==> config.mk <==
export PLATFORM = sky130hd
export DESIGN_NAME = utf16_to_utf8_transcoder_core_flat
export DESIGN_NICKNAME = d
export VERILOG_FILES = /design/src/hw/rtl/u2u8_pkg.sv /design/src/hw/rtl/u2u8_in_if.sv /design/src/hw/rtl/u2u8_out_if.sv /design/src/hw/rtl/u2u8_decode.sv /design/src/hw/rtl/u2u8_emit.sv /design/src/hw/rtl/utf16_to_utf8_transcoder_core.sv /design/src/flat_wrapper.sv
export SDC_FILE = /design/constraint.sdc
export NUM_CORES = 1
export LEC_CHECK = 0
export BUFFER_PORTS_ARGS = -buffer_cell sky130_fd_sc_hd__buf_2
export CAP_MARGIN = 40
export CORE_UTILIZATION = 55
export CTS_BUF_LIST = sky130_fd_sc_hd__clkbuf_4 sky130_fd_sc_hd__clkbuf_8
export DETAILED_ROUTE_END_ITERATION = 10
export HOLD_SLACK_MARGIN = 0.12
export PLACE_DENSITY = 0.78
export SYNTH_ARGS = -nofsm -noshare
export SYNTH_HDL_FRONTEND = slang
export SYNTH_HIERARCHICAL = 1
export SYNTH_SLANG_ARGS = --single-unit
==> constraint.sdc <==
create_clock -name i_clk -period 5.5 [get_ports i_clk]
set_input_delay 0.825 -clock i_clk [delete_from_list [all_inputs] [get_ports i_clk]]
set_output_delay 0.825 -clock i_clk [all_outputs]
set_load 0.01 [all_outputs]
==> src/hw/rtl/u2u8_pkg.sv <==
package u2u8_pkg;

    localparam int MAX_LIMIT = 65536;

    localparam int UNIT_W  = 16;
    localparam int LEN_W   = 17;
    localparam int BYTE_W  = 8;
    localparam int CP_W    = 21;
    localparam int NEED_W  = 3;
    localparam int MAX_RES = 4;

    localparam logic [LEN_W-1:0] LIMIT_RESET = LEN_W'(65536);
    localparam logic [LEN_W-1:0] LIMIT_CAP   = LEN_W'(MAX_LIMIT);

    typedef enum logic [1:0] {
        ST_OK       = 2'd0,
        ST_OVERFLOW = 2'd1,
        ST_INVALID  = 2'd2
    } t_status;

    // results caused by one accepted code unit
    typedef struct packed {
        logic [MAX_RES-1:0][BYTE_W-1:0] bytes;
        logic [NEED_W-1:0]              n_res;
        logic                           has_bytes;
        logic                           eos;
        t_status                        status;
        logic [LEN_W-1:0]               total;
    } t_burst;

endpackage

==> src/hw/rtl/u2u8_in_if.sv <==
interface u2u8_in_if;
    logic        valid;
    logic        ready;
    logic [15:0] code_unit;
    logic        end_of_string;

    modport source (output valid, output code_unit, output end_of_string, input ready);
    modport sink   (input valid, input code_unit, input end_of_string, output ready);
endinterface

==> src/hw/rtl/u2u8_out_if.sv <==
interface u2u8_out_if;
    logic        valid;
    logic        ready;
    logic [7:0]  out_byte;
    logic        byte_valid;
    logic        run_last;
    logic        string_done;
    logic [1:0]  status;
    logic [16:0] total_length;

    modport source (
        output valid, output out_byte, output byte_valid, output run_last,
        output string_done, output status, output total_length, input ready
    );
    modport sink (
        input valid, input out_byte, input byte_valid, input run_last,
        input string_done, input status, input total_length, output ready
    );
endinterface

==> src/hw/rtl/u2u8_decode.sv <==
module u2u8_decode (
    input  logic                                i_clk,
    input  logic                                i_rst_n,
    input  logic                                i_cfg_we,
    input  logic [u2u8_pkg::LEN_W-1:0]          i_cfg_wdata,
    input  logic                                i_accept,
    input  logic [u2u8_pkg::UNIT_W-1:0]         i_code_unit,
    input  logic                                i_end_of_string,
    output u2u8_pkg::t_burst                    o_burst
);

    logic [u2u8_pkg::LEN_W-1:0]  r_byte_limit;
    logic                        r_high_pending;
    logic [9:0]                  r_high_bits;
    logic [u2u8_pkg::LEN_W-1:0]  r_bytes_used;
    u2u8_pkg::t_status           r_error_status;

    logic                        n_high_pending;
    logic [9:0]                  n_high_bits;
    logic [u2u8_pkg::LEN_W-1:0]  n_bytes_used;
    u2u8_pkg::t_status           n_error_status;

    logic                        is_high;
    logic                        is_low;
    logic                        have_cp;
    u2u8_pkg::t_status           dec_status;
    logic [u2u8_pkg::CP_W-1:0]   cp;
    logic [u2u8_pkg::NEED_W-1:0] need;
    logic [u2u8_pkg::LEN_W-1:0]  lim;
    logic [u2u8_pkg::LEN_W:0]    sum;
    logic                        over;
    logic                        emit;
    logic [3:0][7:0]             enc;

    assign is_high = (i_code_unit[15:10] == 6'b110110);
    assign is_low  = (i_code_unit[15:10] == 6'b110111);

    always_comb begin
        n_high_pending = r_high_pending;
        n_high_bits    = r_high_bits;
        dec_status     = r_error_status;
        have_cp        = 1'b0;
        cp             = {5'd0, i_code_unit};
        if (r_error_status == u2u8_pkg::ST_OK) begin
            if (r_high_pending) begin
                n_high_pending = 1'b0;
                n_high_bits    = 10'd0;
                // supplementary point: ((high + 0x40) << 10) | low
                cp = {11'({1'b0, r_high_bits} + 11'd64), i_code_unit[9:0]};
                if (is_low) begin
                    have_cp = 1'b1;
                end else begin
                    dec_status = u2u8_pkg::ST_INVALID;
                end
            end else if (is_high) begin
                if (i_end_of_string) begin
                    dec_status = u2u8_pkg::ST_INVALID;
                end else begin
                    n_high_pending = 1'b1;
                    n_high_bits    = i_code_unit[9:0];
                end
            end else if (i_code_unit == 16'd0 || is_low) begin
                dec_status = u2u8_pkg::ST_INVALID;
            end else begin
                have_cp = 1'b1;
            end
        end
    end

    always_comb begin
        priority if (cp < 21'h80) begin
            need = 3'd1;
        end else if (cp < 21'h800) begin
            need = 3'd2;
        end else if (cp < 21'h10000) begin
            need = 3'd3;
        end else begin
            need = 3'd4;
        end
    end

    assign lim  = (r_byte_limit < u2u8_pkg::LIMIT_CAP) ? r_byte_limit : u2u8_pkg::LIMIT_CAP;
    assign sum  = {1'b0, r_bytes_used} + {15'd0, need};
    assign over = (sum > {1'b0, lim});
    assign emit = have_cp && !over;

    always_comb begin
        enc = '0;
        unique case (need)
            3'd1: enc[0] = cp[7:0];
            3'd2: begin
                enc[0] = {3'b110, cp[10:6]};
                enc[1] = {2'b10, cp[5:0]};
            end
            3'd3: begin
                enc[0] = {4'b1110, cp[15:12]};
                enc[1] = {2'b10, cp[11:6]};
                enc[2] = {2'b10, cp[5:0]};
            end
            default: begin
                enc[0] = {5'b11110, cp[20:18]};
                enc[1] = {2'b10, cp[17:12]};
                enc[2] = {2'b10, cp[11:6]};
                enc[3] = {2'b10, cp[5:0]};
            end
        endcase
    end

    always_comb begin
        n_bytes_used   = r_bytes_used;
        n_error_status = dec_status;
        if (have_cp && over) begin
            n_error_status = u2u8_pkg::ST_OVERFLOW;
        end
        if (emit) begin
            n_bytes_used = sum[u2u8_pkg::LEN_W-1:0];
        end
    end

    always_comb begin
        o_burst.bytes     = enc;
        o_burst.has_bytes = emit;
        o_burst.eos       = i_end_of_string;
        o_burst.status    = emit ? u2u8_pkg::ST_OK : n_error_status;
        if (emit) begin
            o_burst.n_res = need;
        end else begin
            o_burst.n_res = {2'd0, i_end_of_string};
        end
        // an error closes the string with a zero length
        if (emit || n_error_status == u2u8_pkg::ST_OK) begin
            o_burst.total = n_bytes_used;
        end else begin
            o_burst.total = '0;
        end
    end

    always_ff @(posedge i_clk) begin
        if (!i_rst_n) begin
            r_byte_limit   <= u2u8_pkg::LIMIT_RESET;
            r_high_pending <= 1'b0;
            r_high_bits    <= 10'd0;
            r_bytes_used   <= '0;
            r_error_status <= u2u8_pkg::ST_OK;
        end else begin
            if (i_cfg_we) begin
                r_byte_limit <= i_cfg_wdata;
            end
            if (i_accept) begin
                if (i_end_of_string) begin
                    r_high_pending <= 1'b0;
                    r_high_bits    <= 10'd0;
                    r_bytes_used   <= '0;
                    r_error_status <= u2u8_pkg::ST_OK;
                end else begin
                    r_high_pending <= n_high_pending;
                    r_high_bits    <= n_high_bits;
                    r_bytes_used   <= n_bytes_used;
                    r_error_status <= n_error_status;
                end
            end
        end
    end

    a_no_pending_after_error: assert property (@(posedge i_clk) disable iff (!i_rst_n)
        (r_error_status != u2u8_pkg::ST_OK) |-> !r_high_pending)
        else $error("high surrogate held while string is in error");

    a_used_within_cap: assert property (@(posedge i_clk) disable iff (!i_rst_n)
        r_bytes_used <= u2u8_pkg::LIMIT_CAP)
        else $error("byte count past the limit cap");

    a_eos_clears: assert property (@(posedge i_clk) disable iff (!i_rst_n)
        (i_accept && i_end_of_string) |=> (r_bytes_used == '0 && !r_high_pending))
        else $error("string state not cleared at end of string");

endmodule

==> src/hw/rtl/u2u8_emit.sv <==
module u2u8_emit (
    input  logic              i_clk,
    input  logic              i_rst_n,
    input  logic              i_load,
    input  u2u8_pkg::t_burst  i_burst,
    output logic              o_free,
    u2u8_out_if.source        o_out
);

    u2u8_pkg::t_burst r_burst;
    logic             r_busy;
    logic [1:0]       r_idx;

    logic             is_last;
    logic             take;
    logic             done;

    assign is_last = ({1'b0, r_idx} == (r_burst.n_res - 3'd1));
    assign take    = r_busy && o_out.ready;
    assign done    = is_last && r_burst.eos;
    // next request may enter as the final byte of the current one leaves
    assign o_free  = !r_busy || (take && is_last);

    assign o_out.valid        = r_busy;
    assign o_out.out_byte     = r_burst.has_bytes ? r_burst.bytes[r_idx] : 8'd0;
    assign o_out.byte_valid   = r_burst.has_bytes;
    assign o_out.run_last     = is_last;
    assign o_out.string_done  = done;
    assign o_out.status       = done ? r_burst.status : u2u8_pkg::ST_OK;
    assign o_out.total_length = done ? r_burst.total : '0;

    always_ff @(posedge i_clk) begin
        if (!i_rst_n) begin
            r_busy  <= 1'b0;
            r_idx   <= 2'd0;
            r_burst <= '0;
        end else begin
            if (i_load && i_burst.n_res != 3'd0) begin
                r_busy  <= 1'b1;
                r_idx   <= 2'd0;
                r_burst <= i_burst;
            end else if (take) begin
                if (is_last) begin
                    r_busy <= 1'b0;
                    r_idx  <= 2'd0;
                end else begin
                    r_idx <= r_idx + 2'd1;
                end
            end
        end
    end

    a_idx_in_range: assert property (@(posedge i_clk) disable iff (!i_rst_n)
        r_busy |-> ({1'b0, r_idx} < r_burst.n_res))
        else $error("byte index past burst length");

    a_load_only_when_free: assert property (@(posedge i_clk) disable iff (!i_rst_n)
        (i_load && r_busy) |-> (take && is_last))
        else $error("request loaded over a burst still in flight");

    a_idx_holds_on_stall: assert property (@(posedge i_clk) disable iff (!i_rst_n)
        (r_busy && !o_out.ready) |=> $stable(r_idx))
        else $error("byte index moved while output stalled");

endmodule

==> src/hw/rtl/utf16_to_utf8_transcoder_core.sv <==
// UTF-16 to UTF-8 transcoder. Each request carries one code unit; it yields up
// to four UTF-8 bytes on the output channel, one result per cycle from an output
// register while the receiver is ready, and the input waits until every result
// of the previous request has left the output register. Decoding, the byte
// limit check and encoding happen in the cycle the unit is taken; the next unit
// is taken in the same cycle the last byte of the previous one leaves. A high
// surrogate is held until the next unit; NUL, a lone low surrogate, or a high
// surrogate that is unpaired or ends the string flags invalid, and exceeding
// byte_limit flags overflow; after an error the rest of the string is dropped.
// The unit marked end_of_string closes the string with status and total length.
// Write byte_limit only while no request is in flight.
module utf16_to_utf8_transcoder_core (
    input  logic                        i_clk,
    input  logic                        i_rst_n,
    input  logic                        i_cfg_we,
    input  logic [u2u8_pkg::LEN_W-1:0]  i_cfg_wdata,
    u2u8_in_if.sink                     i_in,
    u2u8_out_if.source                  o_out
);

    u2u8_pkg::t_burst burst;
    logic             free;
    logic             accept;

    assign i_in.ready = free;
    assign accept     = i_in.valid && free;

    u2u8_decode u_decode (
        .i_clk           (i_clk),
        .i_rst_n         (i_rst_n),
        .i_cfg_we        (i_cfg_we),
        .i_cfg_wdata     (i_cfg_wdata),
        .i_accept        (accept),
        .i_code_unit     (i_in.code_unit),
        .i_end_of_string (i_in.end_of_string),
        .o_burst         (burst)
    );

    u2u8_emit u_emit (
        .i_clk   (i_clk),
        .i_rst_n (i_rst_n),
        .i_load  (accept),
        .i_burst (burst),
        .o_free  (free),
        .o_out   (o_out)
    );

endmodule

==> src/flat_wrapper.sv <==
// flat-port wrapper written by rule: the top's interface ports become plain ports
module utf16_to_utf8_transcoder_core_flat 
  (i_clk, i_rst_n, i_cfg_we, i_cfg_wdata, i_in_valid, i_in_code_unit, i_in_end_of_string, i_in_ready, o_out_valid, o_out_out_byte, o_out_byte_valid, o_out_run_last, o_out_string_done, o_out_status, o_out_total_length, o_out_ready);
  u2u8_in_if i_in_i ();
  u2u8_out_if o_out_i ();
  input  logic i_clk;
  input  logic i_rst_n;
  input  logic i_cfg_we;
  input  logic [u2u8_pkg::LEN_W-1:0] i_cfg_wdata;
  input wire logic [$bits(i_in_i.valid)-1:0] i_in_valid;
  input wire logic [$bits(i_in_i.code_unit)-1:0] i_in_code_unit;
  input wire logic [$bits(i_in_i.end_of_string)-1:0] i_in_end_of_string;
  output wire logic [$bits(i_in_i.ready)-1:0] i_in_ready;
  output wire logic [$bits(o_out_i.valid)-1:0] o_out_valid;
  output wire logic [$bits(o_out_i.out_byte)-1:0] o_out_out_byte;
  output wire logic [$bits(o_out_i.byte_valid)-1:0] o_out_byte_valid;
  output wire logic [$bits(o_out_i.run_last)-1:0] o_out_run_last;
  output wire logic [$bits(o_out_i.string_done)-1:0] o_out_string_done;
  output wire logic [$bits(o_out_i.status)-1:0] o_out_status;
  output wire logic [$bits(o_out_i.total_length)-1:0] o_out_total_length;
  input wire logic [$bits(o_out_i.ready)-1:0] o_out_ready;
  assign i_in_i.valid = i_in_valid;
  assign i_in_i.code_unit = i_in_code_unit;
  assign i_in_i.end_of_string = i_in_end_of_string;
  assign i_in_ready = i_in_i.ready;
  assign o_out_valid = o_out_i.valid;
  assign o_out_out_byte = o_out_i.out_byte;
  assign o_out_byte_valid = o_out_i.byte_valid;
  assign o_out_run_last = o_out_i.run_last;
  assign o_out_string_done = o_out_i.string_done;
  assign o_out_status = o_out_i.status;
  assign o_out_total_length = o_out_i.total_length;
  assign o_out_i.ready = o_out_ready;
  utf16_to_utf8_transcoder_core u_core (.i_clk(i_clk), .i_rst_n(i_rst_n), .i_cfg_we(i_cfg_we), .i_cfg_wdata(i_cfg_wdata), .i_in(i_in_i), .o_out(o_out_i));
endmodule
After elaboration in Yosys (flattened, before gate mapping)
Cells that the tools add are included.
{ "word_totals": {"reg_bits": 106, "input_bits": 39, "elab_cells": 104} }
{ "op_classes": {"addsub": 4, "n_lt_le_gt_ge": 6, "n_eq_ne": 6, "muxes": 45, "n_bitwise": 1, "reduce_logical": 26} }
{ "ops": {"columns": ["op", "count"], "rows": [
  ["$mux W17", 5],
  ["$pmux W8 S3", 2],
  ["$mux W21", 2],
  ["$mux W10", 4],
  ["$mux W8", 3],
  ["$mux W2", 11],
  ["$lt A21 B12 Y1 const B", 1],
  ["$lt A21 B17 Y1 const B", 1],
  ["$lt A21 B8 Y1 const B", 1],
  ["$add A17 B3 Y18", 1],
  ["$gt A18 B17 Y1", 1],
  ["$lt A17 B17 Y1 const B", 1],
  ["$bmux W8 S2", 1],
  ["$logic_not A16 Y1", 1],
  ["$pmux W8 S2", 1],
  ["$eq A6 B6 Y1 const B", 2],
  ["$mux W1", 12],
  ["$mux W3", 4],
  ["$add A10 B7 Y11 const B", 1],
  ["$logic_and A1 B1 Y1", 7],
  ["$eq A3 B2 Y1 const B", 2],
  ["$reduce_bool A2 Y1", 3],
  ["$reduce_bool A3 Y1", 2],
  ["$logic_not A2 Y1", 2],
  ["other kinds (12)", 17]
]} }

Longest topological paths before layout
{ "logic_depth": {"word_depth": 16, "mapped_depth": 29, "ltp_nobuf": 25} }

By module
Netlist, hierarchy kept.
{ "modules_own_cells": {"columns": ["module", "n_inst", "cells_each", "area_per_inst_um2", "seq_area_each_um2"], "rows": [
  ["u2u8_decode", 1, 536, 3933.8, 940.9],
  ["u2u8_emit", 1, 308, 2636.3, 1181.1],
  ["utf16_to_utf8_transcoder_core", 1, 1, 6.3, 0.0]
]} }

Worst setup path before layout
OpenSTA, ideal clock, no wires.
{ "synth_path": {"path_type": "input port to flip-flop", "start": "in i_in_code_unit[15]", "end": "reg u_core.u_emit.r_idx[0]", "setup_ps": 69, "t_arrival_ps": 5991, "setup_slack_ps": -560, "path_stages": 24, "n_path_buf": 4, "path_cell_list": "mux2i_1 nand2_1 nor3_2 buf_2 a21oi_1 fa_1 a21o_1 and2_1 clkbuf_1 nand4_1 xnor2_1 ha_1 o21ai_0 nor2_1 o31a_1 or3_4 a21o_4 buf_6 nor2_1 mux2_2 o31a_1 buf_2 or4b_1 o21ai_1"} }
{ "synth_lines": {"columns": ["item", "line", "rtl"], "rows": [
  ["start: declaration", "flat_wrapper.sv:11", "input wire logic [$bits(i_in_i.code_unit)-1:0] i_in_code_unit;"],
  ["end signal: assignment", "u2u8_emit.sv:47", "r_idx <= r_idx + 2'd1;"],
  ["end: declaration", "u2u8_emit.sv:12", "logic [1:0] r_idx;"]
]} }

==> summary.txt <==
Outcome
  • Outcome: complete, but fails checks
  • Failing checks: design-rule violations

Routing
  • WL/cell: 17.0 um
  • Met2 WL: 8390 um
  • WL met1: 8220 um
  • Max Used Layer: met4
  • Number of DRC markers after the initial detailed-route iteration: 720
  • DRT Pass-1 Iters: 9
  • Via count: 6483
  • Post-route ant nets: 0
  • Routed length on met3: 1570 um
  • WL final: 18500 um
  • Via density per instance: 5.96
  • Residual DRC: 10

CTS
  • Worst-path clk slew: 110 ps
  • Clk root buf: clkbuf_8
  • H-tree depth: 3
  • CTS max path bufs: 2
  • Clk sink count: 106
  • CTS Hold Buffers Added: 0
  • CTS tree: yes
  • Total CTS buffers: 9
  • Clk_lat worst skew: 400 ps

Floorplan
  • Die width: 111 um
  • Core ar.: 11500 um^2
  • DIE AREA: 12400 um^2
  • Initial Util: 0.571
  • I/O pin cnt: 71
  • Row cnt: 39
  • Vert. Die Dim: 111 um

GRT
  • Initial antenna violation count: 0
  • Total congestion overflow: 0
  • Pin count of the biggest net entering global routing: 73
  • Vias in the first global route: 6141
  • Overall Global Routing Usage: 0.305
  • First-pass GRT wire length: 30300 um

Logic synthesis
  • Post-synth top flop: dfxtp_1
  • Synth Area in XOR/XNOR: 0.0280
  • Post-synth EDFFs: 0
  • Distinct cells, synth: 69
  • Synth top area share: 0.323
  • Mux cell area share after synthesis: 0.0628
  • Top post-synthesis cells by area: dfxtp_1 32%, nand2_1 10%, a21boi_0 6.1%, ha_1 4.2%, and2_1 3.8%
  • Synth Area in Adders: 0.0449
  • Largest family of logic cells by synthesized area: simple AND/OR/NAND/NOR gates
  • Yosys warns: 6
  • Simple-Gate Fraction of Synth Area: 0.273
  • Seq cells post-synth: 106
  • Post-synth top cells: 181 x nand2_1, 106 x dfxtp_1, 57 x nor2_1
  • Dominant cell type by area after synthesis: dfxtp_1
  • Asr flop ratio synth: 0
  • Post-synthesis sequential area ratio: 0.323
  • Mapped Area: 6580 um^2
  • Syn Area/Cell: 7.78 um^2
  • Most common cell in the netlist: nand2_1
  • Compound-Gate Fraction of Synth Area: 0.212
  • Syn Inst Count: 845

Final layout
  • Finished Layout Cells: 1088
  • Post-layout util: 0.686
  • Area grow syn2layout: 20.1%
  • Design area: 7900 um^2
  • Antenna cells: 0
  • Fin nets: 1002
  • Layout cells sized above 1: 0.238

Power
  • Static Leak: 3.28 nW
  • Sw Share: 0.301
  • Psw: 508 uW
  • PD cells: 213 nW/um^2
  • Internal Dissipation: 1.18 mW
  • Maximum VDD drop: 0.206 mV
  • Comb power frac: 0.204
  • Clk pwr share: 0.310
  • Sequential power share: 0.486

Placement
  • Port bufs: 70
  • Placed Cells: 1062
  • Placed wire-length estimate: 13000 um
  • RePlAce Congestion: 0.944
  • Post-DP Area: 7480 um^2

Setup path
  • Worst Path Buf+Inv: 0
  • Crit-path max FO: 7
  • Critical path's top delay family: simple AND/OR/NAND/NOR gates
  • WP data required: 5840 ps
  • Worst setup EP type: flop
  • CP Launch Type: flop
  • CP max stage cell: or4b_1
  • Reg-to-reg slack, setup: 150 ps
  • Critical-path cell list: nor2_4, nand2_8, mux2i_4, nand2_2, nor3_4, a21oi_2, ha_2, fa_2, a21o_1, and2_4, nand4_1, xnor2_2, ha_1, nand4_1, nor3_1, a211o_1, or3_4, a21o_4, nor2_4, mux2_4, o31a_2, or4b_1, o21ai_1
  • Setup CP Type: reg -> reg
  • CP Data Arrival Time: 5690 ps
  • Critical Path Max Stage Delay: 490 ps

STA
  • Max Freq: 0.187 GHz
  • Final count of hold timing violations: 0
  • Slew Limit Fails: 0
  • RSZ-0062 raised after global routing: true
  • Final Cycle Share: 0.973
  • Final min period: 5350 ps
  • Final setup viols: 0
  • Worst slew margin: 0.390
  • Worst slew pin tran: 913 ps
  • Clk_skew: 17.6 ps
  • Worst hold margin: 453 ps

Hold path
  • Min-delay worst type: reg -> reg

Flow run
  • Max_cap viols: 0
cell usage in the layout, fill, tap and decap left out, drive strengths merged, types with 6 or more instances in the layout:
master,Yosys,final
xnor2,14,14
a21o,6,6
a21boi,54,54
nand3,22,22
mux4,8,8
nand2,181,181
a22oi,12,12
o21a,6,6
nor4,6,6
clkbuf,41,11
a31oi,20,20
o31ai,12,12
ha,22,22
buf,25,148
nand4,12,12
nor3,16,16
nand2b,10,10
mux2i,21,21
or4,9,9
a211oi,7,7
nor2,57,57
inv,17,20
dfxtp,106,106
and2,40,40
a21oi,32,32
xor2,7,7
o21ai,18,18
registers in the layout, summed over array words and instances (netlist names):
name / count
u_core/u_decode/r_high_pending: 1
u_core/u_decode/r_bytes_used: 17
u_core/u_decode/r_error_status: 2
u_core/u_emit/o_out.valid: 1
u_core/u_emit/o_out.byte_valid: 1
u_core/u_emit/r_idx: 2
u_core/u_decode/r_byte_limit: 17
u_core/u_decode/r_high_bits: 10
u_core/u_emit/r_burst: 55
worst register-to-register path, delay by kind of cell, from the launching register on:
kind | cells | cell delay, ps
XOR/XNOR | 1 | 150
AND/OR/NAND/NOR | 11 | 2180
AO/OA/AOI/OAI | 6 | 1290
multiplexers | 2 | 520
adder cells (fa/ha/maj) | 3 | 800
flip-flops | 1 | 370
repair_timing:
action	CTS	global route
endpoints found under the setup margin	56	59
pin swaps	2	19
setup buffers	3	6
cloned	1	0
gates resized for setup	6	44
layer usage:
metal,track usage,vias to the layer above
met3,0.0686,31
met2,0.482,294
met5,0,-
met1,0.413,3006
li1,-,3152
met4,0.0991,0
final cells by class:
type / count / area [um^2]
multi-input combinational: 656 / 4310
fill: 979 / 3620
sequential: 106 / 2130
timing repair buffer: 148 / 998
tap: 143 / 179
clock buffer: 11 / 145
inverter: 19 / 71.3
clock inverter: 5 / 67.6
stage by stage:
step / TNS [ps] / power (mW) / worst slack, ps
2_1_floorplan: -496 / 1.04 / -149
3_3_place_gp: -5440 / 1.13 / -121
3_5_place_dp: -9440 / 1.15 / -261
4_1_cts: 0 / 1.68 / 16.2
5_1_grt: -494 / 1.76 / -52.8
6_report: 0 / 1.69 / 147
power groups by stage:
| stage | combinational, mW | clock, mW | sequential [mW] |
|---|---|---|---|
| 2_1_floorplan | 0.215 | 0 | 0.828 |
| 3_3_place_gp | 0.297 | 0 | 0.835 |
| 3_5_place_dp | 0.310 | 0 | 0.837 |
| 4_1_cts | 0.322 | 0.536 | 0.819 |
| 5_1_grt | 0.371 | 0.561 | 0.824 |
| 6_report | 0.344 | 0.523 | 0.819 |
path summary, 6_finish.rpt:
| path | endpoint | from | depth (start not counted) |
|---|---|---|---|
| max | u_core/u_emit/r_idx[0]$_SDFFE_PP0P_ | u_core/u_decode/r_error_status[1]$_SDFFE_PN0P_ | 23 |
| min | u_core/u_emit/r_burst[41]$_SDFFE_PN0P_ | u_core/u_emit/r_burst[41]$_SDFFE_PN0P_ | 2 |
| max reg2reg | u_core/u_emit/r_idx[0]$_SDFFE_PP0P_ | u_core/u_decode/r_error_status[1]$_SDFFE_PN0P_ | 23 |
| min reg2reg | u_core/u_emit/r_burst[41]$_SDFFE_PN0P_ | u_core/u_emit/r_burst[41]$_SDFFE_PN0P_ | 2 |
cell families after synthesis:
logic type | count (synthesis)
compound gates | 198
xor+xnor | 21
fa+ha+maj | 23
buf+inv | 85
flops | 106
mux | 31
other cells | 1
simple gates | 380
(Power assumes the default switching activity.)
